--- src/rtl/stepper_half_step_packet_controller_core_macros.svh ---
// Assertion macros for the stepper half-step packet controller.
// Used by the top level only; needs no package.
`ifndef STEPPER_HALF_STEP_PACKET_CONTROLLER_CORE_MACROS_SVH
`define STEPPER_HALF_STEP_PACKET_CONTROLLER_CORE_MACROS_SVH

// Consequent must hold in the same cycle as the antecedent.
`define SHPC_ASSERT_SAME(label, clk, rst, ante, cons, msg) \
  label: assert property (@(posedge clk) disable iff (rst) (ante) |-> (cons)) \
    else $error(msg);

// Consequent must hold in the cycle after the antecedent.
`define SHPC_ASSERT_NEXT(label, clk, rst, ante, cons, msg) \
  label: assert property (@(posedge clk) disable iff (rst) (ante) |=> (cons)) \
    else $error(msg);

`endif

--- src/rtl/shpc_pkg.sv ---
// Shared types, codes and constants of the stepper half-step packet controller.
// No dependencies.
package shpc_pkg;

  localparam int unsigned PACKET_LEN = 5;
  localparam int unsigned PHASES     = 8;
  localparam int unsigned CMD_DEPTH  = 2;
  localparam int unsigned RES_DEPTH  = 2;

  localparam logic [7:0] START_BYTE = 8'd255;
  localparam logic [7:0] FORCE_BYTE = 8'd255;

  localparam logic [7:0] CMD_RUN_CW   = 8'd1;
  localparam logic [7:0] CMD_RUN_CCW  = 8'd2;
  localparam logic [7:0] CMD_STEP_CW  = 8'd3;
  localparam logic [7:0] CMD_STEP_CCW = 8'd4;

  localparam logic [7:0] ESC_HIGH = 8'd1;
  localparam logic [7:0] ESC_LOW  = 8'd2;
  localparam logic [7:0] ESC_BOTH = 8'd3;

  localparam logic [1:0] MODE_STOP = 2'd0;
  localparam logic [1:0] MODE_CW   = 2'd1;
  localparam logic [1:0] MODE_CCW  = 2'd2;

  localparam logic [2:0] PHASE_RESET = 3'd7;
  localparam logic [6:0] ECHO_BASE   = 7'd97;

  localparam logic OP_BYTE = 1'b0;
  localparam logic OP_TICK = 1'b1;

  typedef enum logic [1:0] {
    ACT_NONE   = 2'd0,
    ACT_DROP   = 2'd1,
    ACT_PACKET = 2'd2,
    ACT_TICK   = 2'd3
  } act_kind_t;

  typedef struct packed {
    logic       operation;
    logic [7:0] byte_value;
  } in_item_t;

  typedef struct packed {
    act_kind_t   kind;
    logic [7:0]  cmd;
    logic [15:0] delay;
  } act_t;

  typedef struct packed {
    logic        step_taken;
    logic [2:0]  phase;
    logic [3:0]  coils;
    logic [6:0]  echo_char;
    logic [1:0]  run_mode;
    logic [15:0] step_delay;
    logic        packet_done;
    logic        packet_dropped;
  } out_item_t;

  function automatic logic [3:0] coil_pattern(input logic [2:0] ph);
    logic [3:0] pat;
    case (ph)
      3'd0: pat = 4'd1;
      3'd1: pat = 4'd3;
      3'd2: pat = 4'd2;
      3'd3: pat = 4'd6;
      3'd4: pat = 4'd4;
      3'd5: pat = 4'd12;
      3'd6: pat = 4'd8;
      3'd7: pat = 4'd9;
      default: pat = 4'd0;
    endcase
    return pat;
  endfunction

endpackage

--- src/rtl/stepper_half_step_packet_controller_core.sv ---
// Stepper half-step packet controller: byte packets and ticks in, motor status out.
// Order: the edge that accepts an item writes the front queue; the back end moves it
// into the result queue once that queue has room, and empty drops when it is written.
// Throughput: one item per cycle; full rises only once the result side stalls.
// Reset (rst, synchronous, active high) empties both queues, clears the byte
// count and stops the motor with phase 7 and coils off.
module stepper_half_step_packet_controller_core #(
  parameter int unsigned CMD_DEPTH = shpc_pkg::CMD_DEPTH,
  parameter int unsigned RES_DEPTH = shpc_pkg::RES_DEPTH
) (
  input  logic                clk,
  input  logic                rst,
  input  logic                push,
  output logic                full,
  input  shpc_pkg::in_item_t  in_item,
  output logic                empty,
  input  logic                pop,
  output shpc_pkg::out_item_t result
);

  `include "stepper_half_step_packet_controller_core_macros.svh"

  localparam int unsigned ACT_W = $bits(shpc_pkg::act_t);
  localparam int unsigned RES_W = $bits(shpc_pkg::out_item_t);

  logic                accept;
  shpc_pkg::act_t      act_in;
  shpc_pkg::act_t      act_out;
  logic                cmd_full;
  logic                cmd_empty;
  logic                act_pop;
  logic                res_full;
  logic                res_push;
  shpc_pkg::out_item_t res_in;

  assign full   = cmd_full;
  assign accept = push && !cmd_full;

  shpc_front u_front (
    .clk    (clk),
    .rst    (rst),
    .accept (accept),
    .item   (in_item),
    .act    (act_in)
  );

  shpc_fifo #(
    .WIDTH (ACT_W),
    .DEPTH (CMD_DEPTH)
  ) u_cmd_fifo (
    .clk   (clk),
    .rst   (rst),
    .wr    (accept),
    .wdata (act_in),
    .full  (cmd_full),
    .rd    (act_pop),
    .rdata (act_out),
    .empty (cmd_empty)
  );

  shpc_back u_back (
    .clk       (clk),
    .rst       (rst),
    .act_valid (!cmd_empty),
    .act       (act_out),
    .act_pop   (act_pop),
    .res_full  (res_full),
    .res_push  (res_push),
    .res       (res_in)
  );

  shpc_fifo #(
    .WIDTH (RES_W),
    .DEPTH (RES_DEPTH)
  ) u_res_fifo (
    .clk   (clk),
    .rst   (rst),
    .wr    (res_push),
    .wdata (res_in),
    .full  (res_full),
    .rd    (pop),
    .rdata (result),
    .empty (empty)
  );

  `SHPC_ASSERT_NEXT(a_accept_queued, clk, rst, accept, !cmd_empty, "accepted item not queued")
  `SHPC_ASSERT_SAME(a_step_coils, clk, rst, res_push && res_in.step_taken, res_in.coils != 4'd0, "step with coils off")
  `SHPC_ASSERT_SAME(a_done_xor_drop, clk, rst, res_push, !(res_in.packet_done && res_in.packet_dropped), "packet both done and dropped")

endmodule

--- src/rtl/shpc_fifo.sv ---
// Small register FIFO used between front and back and at the result side.
// No package dependencies.
module shpc_fifo #(
  parameter int unsigned WIDTH = 8,
  parameter int unsigned DEPTH = 2
) (
  input  logic             clk,
  input  logic             rst,
  input  logic             wr,
  input  logic [WIDTH-1:0] wdata,
  output logic             full,
  input  logic             rd,
  output logic [WIDTH-1:0] rdata,
  output logic             empty
);

  localparam int unsigned PW = (DEPTH > 1) ? $clog2(DEPTH) : 1;
  localparam int unsigned CW = $clog2(DEPTH + 1);
  localparam logic [PW-1:0] LAST = PW'(DEPTH - 1);

  logic [WIDTH-1:0] mem [DEPTH];
  logic [PW-1:0]    wptr;
  logic [PW-1:0]    rptr;
  logic [CW-1:0]    count;
  logic             do_wr;
  logic             do_rd;

  assign full  = (count == CW'(DEPTH));
  assign empty = (count == '0);
  assign do_wr = wr && !full;
  assign do_rd = rd && !empty;
  assign rdata = mem[rptr];

  always_ff @(posedge clk) begin
    if (do_wr) begin
      mem[wptr] <= wdata;
    end
  end

  always_ff @(posedge clk) begin
    if (rst) begin
      wptr  <= '0;
      rptr  <= '0;
      count <= '0;
    end else begin
      if (do_wr) begin
        wptr <= (wptr == LAST) ? '0 : wptr + PW'(1);
      end
      if (do_rd) begin
        rptr <= (rptr == LAST) ? '0 : rptr + PW'(1);
      end
      if (do_wr && !do_rd) begin
        count <= count + CW'(1);
      end else if (do_rd && !do_wr) begin
        count <= count - CW'(1);
      end
    end
  end

endmodule

--- src/rtl/shpc_front.sv ---
// Front end: gathers bytes into packets and classifies each item into an action.
// Depends on shpc_pkg.
module shpc_front (
  input  logic              clk,
  input  logic              rst,
  input  logic              accept,
  input  shpc_pkg::in_item_t item,
  output shpc_pkg::act_t     act
);

  localparam logic [2:0] LAST_INDEX = 3'(shpc_pkg::PACKET_LEN - 1);

  logic [2:0] byte_count;
  logic [7:0] packet_bytes [4];
  logic [7:0] hi;
  logic [7:0] lo;

  // Apply the escape byte to the delay bytes.
  always_comb begin
    hi = packet_bytes[2];
    lo = packet_bytes[3];
    case (item.byte_value)
      shpc_pkg::ESC_BOTH: begin
        hi = shpc_pkg::FORCE_BYTE;
        lo = shpc_pkg::FORCE_BYTE;
      end
      shpc_pkg::ESC_HIGH: hi = shpc_pkg::FORCE_BYTE;
      shpc_pkg::ESC_LOW:  lo = shpc_pkg::FORCE_BYTE;
      default: ;
    endcase
  end

  always_comb begin
    act.kind  = shpc_pkg::ACT_NONE;
    act.cmd   = packet_bytes[1];
    act.delay = {hi, lo};
    if (item.operation == shpc_pkg::OP_TICK) begin
      act.kind = shpc_pkg::ACT_TICK;
    end else if (byte_count == LAST_INDEX) begin
      act.kind = (packet_bytes[0] == shpc_pkg::START_BYTE) ? shpc_pkg::ACT_PACKET
                                                          : shpc_pkg::ACT_DROP;
    end
  end

  always_ff @(posedge clk) begin
    if (accept && item.operation == shpc_pkg::OP_BYTE && byte_count != LAST_INDEX) begin
      packet_bytes[byte_count[1:0]] <= item.byte_value;
    end
  end

  always_ff @(posedge clk) begin
    if (rst) begin
      byte_count <= '0;
    end else if (accept && item.operation == shpc_pkg::OP_BYTE) begin
      byte_count <= (byte_count == LAST_INDEX) ? '0 : byte_count + 3'd1;
    end
  end

endmodule

--- src/rtl/shpc_back.sv ---
// Back end: runs the motor state (mode, delay, tick timer, phase) per action.
// Depends on shpc_pkg.
module shpc_back (
  input  logic                clk,
  input  logic                rst,
  input  logic                act_valid,
  input  shpc_pkg::act_t      act,
  output logic                act_pop,
  input  logic                res_full,
  output logic                res_push,
  output shpc_pkg::out_item_t res
);

  logic [2:0]  phase_reg;
  logic        energized;
  logic [1:0]  mode_reg;
  logic [15:0] delay_reg;
  logic [15:0] tick_count;

  logic [2:0]  phase_next;
  logic        energized_next;
  logic [1:0]  mode_next;
  logic [15:0] delay_next;
  logic [15:0] tick_next;
  logic        step;
  logic        step_cw;
  logic        done;
  logic        dropped;

  assign act_pop  = act_valid && !res_full;
  assign res_push = act_pop;

  always_comb begin
    mode_next  = mode_reg;
    delay_next = delay_reg;
    tick_next  = tick_count;
    step       = 1'b0;
    step_cw    = 1'b0;
    done       = 1'b0;
    dropped    = 1'b0;
    case (act.kind)
      shpc_pkg::ACT_DROP: dropped = 1'b1;
      shpc_pkg::ACT_PACKET: begin
        done      = 1'b1;
        tick_next = '0;
        if (act.cmd inside {shpc_pkg::CMD_RUN_CW, shpc_pkg::CMD_RUN_CCW}) begin
          mode_next  = (act.cmd == shpc_pkg::CMD_RUN_CW) ? shpc_pkg::MODE_CW
                                                         : shpc_pkg::MODE_CCW;
          delay_next = act.delay;
        end else begin
          mode_next = shpc_pkg::MODE_STOP;
          if (act.cmd inside {shpc_pkg::CMD_STEP_CW, shpc_pkg::CMD_STEP_CCW}) begin
            step    = 1'b1;
            step_cw = (act.cmd == shpc_pkg::CMD_STEP_CW);
          end
        end
      end
      shpc_pkg::ACT_TICK: begin
        if (mode_reg inside {shpc_pkg::MODE_CW, shpc_pkg::MODE_CCW}) begin
          if (tick_count >= delay_reg) begin
            tick_next = '0;
            step      = 1'b1;
            step_cw   = (mode_reg == shpc_pkg::MODE_CW);
          end else begin
            tick_next = tick_count + 16'd1;
          end
        end else begin
          tick_next = '0;
        end
      end
      default: ;
    endcase
    // Eight phases wrap naturally in three bits.
    if (step) begin
      phase_next     = step_cw ? phase_reg + 3'd1 : phase_reg - 3'd1;
      energized_next = 1'b1;
    end else begin
      phase_next     = phase_reg;
      energized_next = energized;
    end
  end

  always_comb begin
    res.step_taken     = step;
    res.phase          = phase_next;
    res.coils          = energized_next ? shpc_pkg::coil_pattern(phase_next) : 4'd0;
    res.echo_char      = shpc_pkg::ECHO_BASE + {4'd0, phase_next};
    res.run_mode       = mode_next;
    res.step_delay     = delay_next;
    res.packet_done    = done;
    res.packet_dropped = dropped;
  end

  always_ff @(posedge clk) begin
    if (rst) begin
      phase_reg  <= shpc_pkg::PHASE_RESET;
      energized  <= 1'b0;
      mode_reg   <= shpc_pkg::MODE_STOP;
      delay_reg  <= '0;
      tick_count <= '0;
    end else if (act_pop) begin
      phase_reg  <= phase_next;
      energized  <= energized_next;
      mode_reg   <= mode_next;
      delay_reg  <= delay_next;
      tick_count <= tick_next;
    end
  end

endmodule
--- config.mk ---
export PLATFORM = sky130hd
export DESIGN_NAME = stepper_half_step_packet_controller_core
export DESIGN_NICKNAME = d
export VERILOG_FILES = /design/src/rtl/shpc_pkg.sv /design/src/rtl/stepper_half_step_packet_controller_core.sv /design/src/rtl/shpc_fifo.sv /design/src/rtl/shpc_front.sv /design/src/rtl/shpc_back.sv
export VERILOG_INCLUDE_DIRS = /design/src /design/src/rtl
export SDC_FILE = /design/constraint.sdc
export NUM_CORES = 1
export LEC_CHECK = 0
export BUFFER_PORTS_ARGS = -buffer_cell sky130_fd_sc_hd__buf_2
export CAP_MARGIN = 20
export CORE_ASPECT_RATIO = 0.6
export CORE_MARGIN = 1
export CORE_UTILIZATION = 61
export DETAILED_ROUTE_END_ITERATION = 10
export GPL_ROUTABILITY_DRIVEN = 0
export GPL_TIMING_DRIVEN = 0
export HOLD_SLACK_MARGIN = 0.05
export PLACE_DENSITY = 0.8
export SLEW_MARGIN = 5
export SYNTH_ARGS = -nofsm -noshare
export SYNTH_HDL_FRONTEND = slang
export SYNTH_HIERARCHICAL = 1
export SYNTH_SLANG_ARGS = --single-unit
--- constraint.sdc ---
create_clock -name clk -period 5.95 [get_ports clk]
set_input_delay 0.2975 -clock clk [delete_from_list [all_inputs] [get_ports clk]]
set_output_delay 0.2975 -clock clk [all_outputs]
set_load 0.02 [all_outputs]
==> results of run 1 <==
routing by layer:
| metal | GRT usage (%) | vias to the layer above |
|---|---|---|
| li1 | - | 2625 |
| met1 | 37.8 | 2764 |
| met2 | 40.4 | 299 |
| met3 | 4.77 | 41 |
| met4 | 7.93 | 0 |
| met5 | 0 | - |
layout make-up:
class,instances,area (sq um),share of cell area (%)
clock inverters,10,109,1.08
flip-flops and latches,205,5650,56.0
clock buffers,24,526,5.22
well taps,192,240,2.39
repair buffers,51,288,2.86
multi-input cells,407,3000,29.7
inverters,35,131,1.30
plain buffers,26,138,1.37
cell families after synthesis:
logic type | share of synthesized area (%)
other cells | 0.0843
fa+ha+maj | 3.74
buf+inv | 3.02
flops | 63.4
mux | 9.74
simple gates | 11.4
compound gates | 7.46
xor+xnor | 1.14
worst max-delay path, delay by kind of cell (launching register included):
family	cells	cell delay (ns)
compound gates	6	1.05
fa+ha+maj	2	0.69
buf+inv	3	0.60
flops	1	0.32
mux	1	0.36
simple gates	5	1.61
metrics by stage:
| stage | area, sq um | total power [uW] |
|---|---|---|
| 2_1_floorplan | 8910 | 2930 |
| 3_3_place_gp | 9390 | 3280 |
| 3_5_place_dp | 9410 | 3360 |
| 4_1_cts | 10000 | 4580 |
| 5_1_grt | 10100 | 4800 |
| 6_report | 10100 | 4600 |
power groups by stage:
stage / combinational [uW] / sequential (uW) / clock (uW)
6_report: 1400 / 1970 / 1220
5_1_grt: 1510 / 1990 / 1300
2_1_floorplan: 968 / 1960 / 0
4_1_cts: 1380 / 1970 / 1230
3_5_place_dp: 1360 / 2000 / 0
3_3_place_gp: 1310 / 1980 / 0
worst max-delay path by stage:
stage / start / end / slack, ns
finish: flop / u_res_fifo/mem[0][29] / 1.11
global route: flop / u_res_fifo/mem[0][29] / 0.74
CTS: flop / u_res_fifo/mem[0][29] / 1.11
detailed placement: flop / u_res_fifo/mem[1][29] / 1.14
global placement: flop / u_res_fifo/mem[0][29] / 1.29
floorplan: flop / u_res_fifo/mem[0][29] / 1.84
placed cells by master, fill, tap and decap left out, drive strengths merged, types with 22 or more instances in the layout:
cell,n
nor2,57
buf,65
ha,25
edfxtp,154
nand2,30
mux2,77
inv,34
o21ai,23
clkbuf,36
nand2b,22
dfxtp,51
a21oi,38
==> impl_metrics.ini, run 1 <==
[run_status]
status = completed

[placed_design]
place_worst_setup_slack_ns = 1.14
dp_hpwl_mm = 13.3
place_inst = 915
io_buffers = 49

[layout]
largest_register = u_res_fifo/mem
drive_above_1_share_pct = 25.2
nNetsFinal = 784
fin_util_pct = 72.2
syn_to_final_growth_pct = 13.1
fin_cells = 950
antennaDiodeCount = 0
largest_reg_flops = 70
nFillCells = 898

[logic_synthesis]
synth.most_common_cell = edfxtp_1
synth_commonest_cells = edfxtp_1 (154), mux2_2 (77), nor2_1 (56), dfxtp_1 (51), a21oi_1 (38)
synthFlopType = edfxtp_1
syn-cell-area_sq_um = 8900
ys_ff_latch = 205
synth_top_cell_by_area = edfxtp_1
yosysUniqueCellTypes = 58
syn_inst = 672
synth_warnings = 6
synth_top_area_share_pct = 51.9
synth.avg_cell_area_sq_um = 13.3
synthTopCellsByArea = edfxtp_1 (52%), dfxtp_1 (11%), mux2_2 (9.7%), ha_1 (3.5%), nor2_1 (2.4%)
synth-seq-area-share_pct = 63.4
synth_edf_count = 154
synthArstFlopShare_pct = 0

[sta]
skew_ns = 0.0112
finalMaxSlewViolations = 0
worst_pin_slew_ns = 0.934
max_slew_margin_pct = 37.7
fin_crit_sh_pct = 81.4
rsz0062_at_grt = false
finalHoldViolations = 0
setup_viol = 0
fin_tns_setup_ns = 0
fmax_mhz = 206
period_minus_slack_ns = 4.84
whs_ns = 0.0849
setup_slack_ns = 1.11

[detailed_routing]
highest_layer = met4
num_vias = 5729
dr_wl_met3_mm = 1.55
drc = 0
post_drt_wl_per_cell_microns = 19.8
drt-met1-wl_mm = 8.44
ant_nets = 0
routed_wl_mm = 18.9
wl_met2_mm = 8.46
viasPerCell = 6.03
drt-initial-drc-count = 653
drtPass1Iterations = 6

[cts]
cts_inserted_buffers = 19
post_cts_buffers = 0
root_buffer = clkbuf_16
hold_buffers = 0
clkTransAtPathRegs_ns = 0.07
cts.sinks = 205
cts_tree = done
cts_buffer_depth = 3
h-tree-depth = 1
clk_latency_ns = 0.49
post_cts_resized = 0

[power]
p_comb_share_pct = 30.5
powerDensity_nw_per_um2 = 456
switching_share_pct = 31.9
ir_worst_vdd_uv = 248
p_sw_uw = 1470
internal-power_uw = 3130
pwr-share-seq_pct = 42.9
power.clock.fraction_pct = 26.6
p_leak_uw = 0.00367

[min_path]
worstHoldPathCells = 1
hold_path_end = u_front/packet_bytes[2][6]
worstHoldStart = in_item[6]
hold_path.class = primary input to flop

[worst_setup_path]
cp_cell_sequence = buf_2 -> buf_4 -> mux2_2 -> or4_4 -> or4b_4 -> nor3b_4 -> a21oi_1 -> nor2b_1 -> fa_1 -> o21ai_0 -> o21ai_0 -> inv_1 -> ha_1 -> nor2_1 -> o41ai_1 -> o211ai_1 -> a211oi_1
max_stage_delay_ns = 0.56
crit_fanout = 10
path_class = flop to flop
critPathRequiredTime_ns = 6.23
path_common_cell = o21ai_0
r2r_cells = 17
reg2reg_slack_ns = 1.11
worstReg2RegEnd = u_res_fifo/mem[0][29]
start_kind = flop
cp-end-kind = flop
critPathArrivalTime_ns = 5.12
cp_slowest_cell = or4_4

[floorplanning]
dieArea_sq_um = 15100
num_io_pins = 50
fp.dieH_microns = 95.6
rows = 33
initial_core_util_pct = 63.8
die_w_microns = 158
coreArea_sq_um = 14000

[global_routing]
grt.overflow.total = 0
grt_usage_pct = 26.1
grt_max_degree = 36
grt_antenna_before_repair = 0
grt_first_pass_wirelength_mm = 29.1
grt_pass1_vias = 5473

[flow_run]
cap_violations = 0
Note: power is estimated with default switching activity, not from simulation.
==> inputs of run 2 (changes only) <==
- ABC_AREA: default -> 1
- clock period: 5.95 -> 4.55 ns (I/O delays scaled with it)
==> run 2 against run 1 <==
Net effect: global-route usage fell by 1.7 points; count of clock-buffer cells in the layout is the same; hold slack got worse by 0.020 ns; clock power grew 22%; first-iteration DRC count is 11% lower; critical path type unchanged.
==> impl_metrics.ini, run 2 <==
[run_status]
status = completed

[sta]
fin_crit_sh_pct = 76.4
rsz0062_at_grt = false
setup_viol = 0
max_slew_margin_pct = 40.9
setup_slack_ns = 1.07
finalHoldViolations = 0
skew_ns = 0.00706
worst_pin_slew_ns = 0.883
period_minus_slack_ns = 3.48
fmax_mhz = 288
finalMaxSlewViolations = 0
fin_tns_setup_ns = 0

[cts]
root_buffer = clkbuf_16
cts_tree = done
clkTransAtPathRegs_ns = 0.06
post_cts_resized = 0
cts_inserted_buffers = 19
h-tree-depth = 1
post_cts_buffers = 0
hold_buffers = 6
clk_latency_ns = 0.48
cts_buffer_depth = 3
cts.sinks = 205

[layout]
design_area_sq_um = 10600
most-common-layout-cells = edfxtp_1 (154), inv_1 (107), nand2_1 (98), buf_2 (53), o21ai_0 (53)
final_common_cell = edfxtp_1
nFillCells = 972
antennaDiodeCount = 0
multi_input_area_sq_um = 3060
drive_above_1_share_pct = 25.4
largest_register = u_res_fifo/mem
seq_area_sq_um = 5650
syn_to_final_growth_pct = 13.1
largest_reg_flops = 70
nNetsFinal = 901

[logic_synthesis]
synthArstFlopShare_pct = 0
synth_warnings = 6
synthTopCellsByArea = edfxtp_1 (49%), dfxtp_1 (11%), mux2_4 (8.0%), inv_1 (4.3%), nand2_1 (3.9%)
synth_top_area_share_pct = 49.4
syn-cell-area_sq_um = 9360
synth_top_cell_by_area = edfxtp_1
synthFlopType = edfxtp_1
synth.most_common_cell = edfxtp_1
yosysUniqueCellTypes = 48
synth.avg_cell_area_sq_um = 12.0
ys_ff_latch = 205
synth_edf_count = 154
synth_commonest_cells = edfxtp_1 (154), inv_1 (107), nand2_1 (98), o21ai_0 (53)
synth-seq-area-share_pct = 60.3
syn_inst = 781

[global_routing]
grt.overflow.total = 0
grt_usage_pct = 24.4
grt_max_degree = 33
grt_pass1_vias = 5992
grt_first_pass_wirelength_mm = 30.2
grt_antenna_before_repair = 0

[power]
p_leak_uw = 0.00426
ir_worst_vdd_uv = 425
powerDensity_nw_per_um2 = 634
total_power_uw = 6710

[detailed_routing]
viasPerCell = 5.52
routed_wl_mm = 18.6
ant_nets = 0
drt-initial-drc-count = 582
num_vias = 5915
drtPass1Iterations = 6
drc = 0
post_drt_wl_per_cell_microns = 17.4

[placed_design]
dp_hpwl_mm = 13.4
dpl_cell_area_sq_um = 9940
io_buffers = 49
place_worst_setup_slack_ns = 1.21

[floorplanning]
coreArea_sq_um = 14700
rows = 34
dieArea_sq_um = 15900
num_io_pins = 50
die_w_microns = 162
initial_core_util_pct = 63.6
fp.dieH_microns = 97.9

[worst_setup_path]
path_class = flop to flop
critPathRequiredTime_ns = 4.87
crit_fanout = 10
start_kind = flop
cp-end-kind = flop
critPathArrivalTime_ns = 3.80

[flow_run]
cap_violations = 0

[min_path]
hold_path.class = primary input to flop
## run 2: changes by cell type in the layout (fill, tap and decap cells not counted), moves of 9 or more
cell / delta
nand2b_1: -22
mux2_4: +50
a211oi_1: -18
inv_1: +75
or3_1: -9
nor2_1: -12
nor2_2: +9
a21oi_1: +13
o21ai_0: +30
nand2_1: +68
nand2_2: +11
o21bai_2: +10
mux2_2: -66
## run 2: cell families after synthesis
group / Yosys count / share of synthesized area, %
AND/OR/NAND/NOR: 203 / 10.3
other: 2 / 0.0803
XOR/XNOR: 5 / 0.548
flip-flops: 205 / 60.3
AO/OA/AOI/OAI: 135 / 8.63
multiplexers: 61 / 9.35
buffers and inverters: 144 / 7.22
adder cells (fa/ha/maj): 26 / 3.56
## run 2: worst paths after layout
kind | cells past startpoint | to | slack, ns | start
worst min register to register | 0 | u_cmd_fifo/mem[0][16] | 0.45 | u_front/packet_bytes[1][0]
worst min-delay path | 1 | u_front/packet_bytes[0][3] | 0.06 | in_item[3]
worst max register to register | 16 | u_res_fifo/mem[1][27] | 1.07 | flop
worst max-delay path | 16 | u_res_fifo/mem[1][27] | 1.07 | flop
## run 2: cell type report
cell class	count	share of cell area, %
tap	198	2.34
buffer	28	2.27
sequential	205	53.4
timing repair buffer	59	3.55
multi-input combinational	433	28.9
clock inverter	9	0.662
clock buffer	24	4.77
inverter	116	4.12
## run 2: worst max-delay path, stage by stage (launching register included)
cell     delay (ns)
dfxtp_1        0.33
buf_6          0.16
buf_12         0.17
mux2_4         0.30
nor2_1         0.13
nand2_1        0.12
inv_1          0.10
nand4_1        0.14
or2_2          0.36
a21oi_1        0.19
fa_1           0.49
a21oi_1        0.20
ha_1           0.26
inv_1          0.07
nand3_1        0.10
nand2_1        0.06
nor2_1         0.14
## run 2: report_power, final
group / internal (uW) / leakage, uW / switching [uW]
sequential: 2600 / 0.00184 / 189
clock: 842 / 0.000285 / 649
combinational: 953 / 0.00213 / 1470
## run 2: per-stage QoR
stage | hold WS, ns | util (%) | std cells
after detailed placement | 0.434 | 67.6 | 1033
after global routing | 0.0539 | 71.9 | 1072
after CTS | 0.0560 | 71.9 | 1072
after floorplan | 0.297 | - | 782
final | 0.0648 | 71.9 | 1072
after global placement | 0.427 | 66.9 | 1029
## run 2: routing by layer
layer	global-route usage, %	part of all wire, %	up-vias
met5	0	0	-
met4	5.73	1.8	0
met3	3.74	6.5	25
met1	35.1	46	2824
met2	39.4	46	246
li1	-	-	2820
==> inputs of run 3 (changes only) <==
- ABC_AREA: 1 -> 0
- clock period: 4.55 -> 3.36 ns (I/O delays scaled with it)
==> run 3 against run 2 <==
Net effect: final area shrank 0.54%; critical path depth shrank 2; the run now ends with setup timing left; sequential share of layout area grew 0.32 points; sequential cell count is the same; total power grew 22%; fmax shrank 18%; critical endpoint is now u_res_fifo/mem[1][29]; highest routed layer unchanged; global-route usage grew 3.7 points; routed wire length grew 8.6%.
==> impl_metrics.ini, run 3 (synthesis gave the netlist of run 1 again) <==
[run_status]
status = complete, but fails checks
violations = setup timing

[layout]
design_area_sq_um = 10500
most-common-layout-cells = edfxtp_1 (154), mux2_2 (75), nor2_1 (56), buf_2 (54), dfxtp_1 (49)
largest_register = u_res_fifo/mem
nFillCells = 836
fin_cells = 982
largest_reg_flops = 70
antennaDiodeCount = 0
syn_to_final_growth_pct = 18.1
nNetsFinal = 818
multi_input_area_sq_um = 3190
final_common_cell = edfxtp_1
drive_above_1_share_pct = 30.3
seq_area_sq_um = 5650

[global_routing]
grt_pass1_vias = 5837
grt_max_degree = 36
grt.overflow.total = 0
grt_first_pass_wirelength_mm = 31.5
grt_antenna_before_repair = 0
grt_usage_pct = 28.1

[cts]
cts_buffer_depth = 3
clkTransAtPathRegs_ns = 0.06
h-tree-depth = 1
cts.sinks = 205
root_buffer = clkbuf_16
clk_latency_ns = 0.48
cts_inserted_buffers = 19
cts_tree = done

[floorplanning]
fp.dieH_microns = 95.6
coreArea_sq_um = 14000
initial_core_util_pct = 63.8
die_w_microns = 158
dieArea_sq_um = 15100
num_io_pins = 50
rows = 33

[power]
p_sw_uw = 2670
ir_worst_vdd_uv = 522
switching_share_pct = 32.8
powerDensity_nw_per_um2 = 775
power.clock.fraction_pct = 23.4
pwr-share-seq_pct = 42.9
p_leak_uw = 0.00386
p_comb_share_pct = 33.7
internal-power_uw = 5480
total_power_uw = 8150

[worst_setup_path]
max_stage_delay_ns = 0.55
cp_slowest_cell = or4_4
critPathArrivalTime_ns = 4.42
crit_fanout = 5
cp_cell_sequence = buf_8 -> buf_8 -> mux2_4 -> or4_4 -> or4b_4 -> nor3b_4 -> a21oi_2 -> nor2b_1 -> fa_2 -> and2b_1 -> a21o_4 -> or4_4 -> o211ai_1 -> a211oi_2
cp-end-kind = flop
critPathRequiredTime_ns = 3.56
start_kind = flop
path_class = flop to flop

[detailed_routing]
routed_wl_mm = 20.2
viasPerCell = 6.11
num_vias = 5998
drtPass1Iterations = 5
post_drt_wl_per_cell_microns = 20.6
drc = 0
drt-initial-drc-count = 712
ant_nets = 0

[sta]
period_minus_slack_ns = 4.22
whs_ns = 0.165
max_slew_margin_pct = 43.0
setup_viol = 20
rsz0062_at_grt = true
worst_pin_slew_ns = 0.855
finalHoldViolations = 0
skew_ns = 0.0164
fin_crit_sh_pct = 126
finalMaxSlewViolations = 0
setup_slack_ns = -0.857
fmax_mhz = 237

[placed_design]
io_buffers = 49
dp_hpwl_mm = 13.2
place_inst = 916
dpl_cell_area_sq_um = 9470

[flow_run]
cap_violations = 0

[min_path]
hold_path.class = primary input to flop
run 3: changes by cell type in the layout (fill, tap and decap cells not counted), moves of 15 or more:
cell,delta
inv_1,-77
mux2_4,-48
o21ai_0,-33
buf_4,+19
a21oi_1,-17
mux2_2,+64
nand2_1,-69
nand2b_1,+22
a211oi_1,+15
run 3: critical path: cells and delay by family, from the launching register on:
family | cells | cell delay [ns]
buffers and inverters | 2 | 0.25
adder cells (fa/ha/maj) | 1 | 0.21
multiplexers | 1 | 0.30
AO/OA/AOI/OAI | 4 | 0.67
AND/OR/NAND/NOR | 6 | 2.15
flip-flops | 1 | 0.34
run 3: area by class of cell:
cell class                 instances  area share, %
buffer                            26           1.61
clock buffer                      23           4.66
timing repair buffer              85           5.66
multi-input combinational        407           30.4
tap                              192           2.28
clock inverter                     9          0.464
inverter                          35           1.28
sequential                       205           53.7
run 3: repair_timing:
item	in CTS	in global routing
resized for setup	24	24
hold buffers	10	0
pin swaps	6	7
setup buffers	14	9
endpoints found under the hold margin	49	0
cloned	0	0
setup endpoints to repair	20	63
run 3: metal layers:
metal / track usage [%] / share of wire (%) / up-vias
li1: - / - / 2680
met1: 40.7 / 42 / 2915
met2: 43.5 / 45 / 352
met3: 5.45 / 11 / 51
met4: 7.85 / 2.3 / 0
met5: 0 / 0 / -
run 3: final timing paths:
check,to,slack [ns],startpoint,cells past startpoint
worst max register to register,u_res_fifo/mem[1][29],-0.86,flop,14
worst min register to register,u_cmd_fifo/mem[0][20],0.45,u_front/packet_bytes[1][4],0
worst min-delay path,u_res_fifo/rptr,0.17,pop,4
worst max-delay path,u_res_fifo/mem[1][29],-0.86,flop,14
run 3: through the flow:
step | TNS [ns] | utilization, % | setup slack [ns]
6_report | -12.72 | 75.4 | -0.857
2_1_floorplan | -8.63 | - | -0.622
3_3_place_gp | -14.88 | 67.6 | -1.06
4_1_cts | -11.66 | 73.8 | -0.806
5_1_grt | -14.45 | 75.4 | -0.948
3_5_place_dp | -17.26 | 67.8 | -1.21
run 3: power by group through the flow:
stage	Sequential [uW]	Clock (uW)	Combinational (uW)
2_1_floorplan	3480	0	1740
3_3_place_gp	3510	0	2350
3_5_place_dp	3540	0	2430
4_1_cts	3490	1940	2600
5_1_grt	3540	2040	2940
6_report	3500	1910	2740
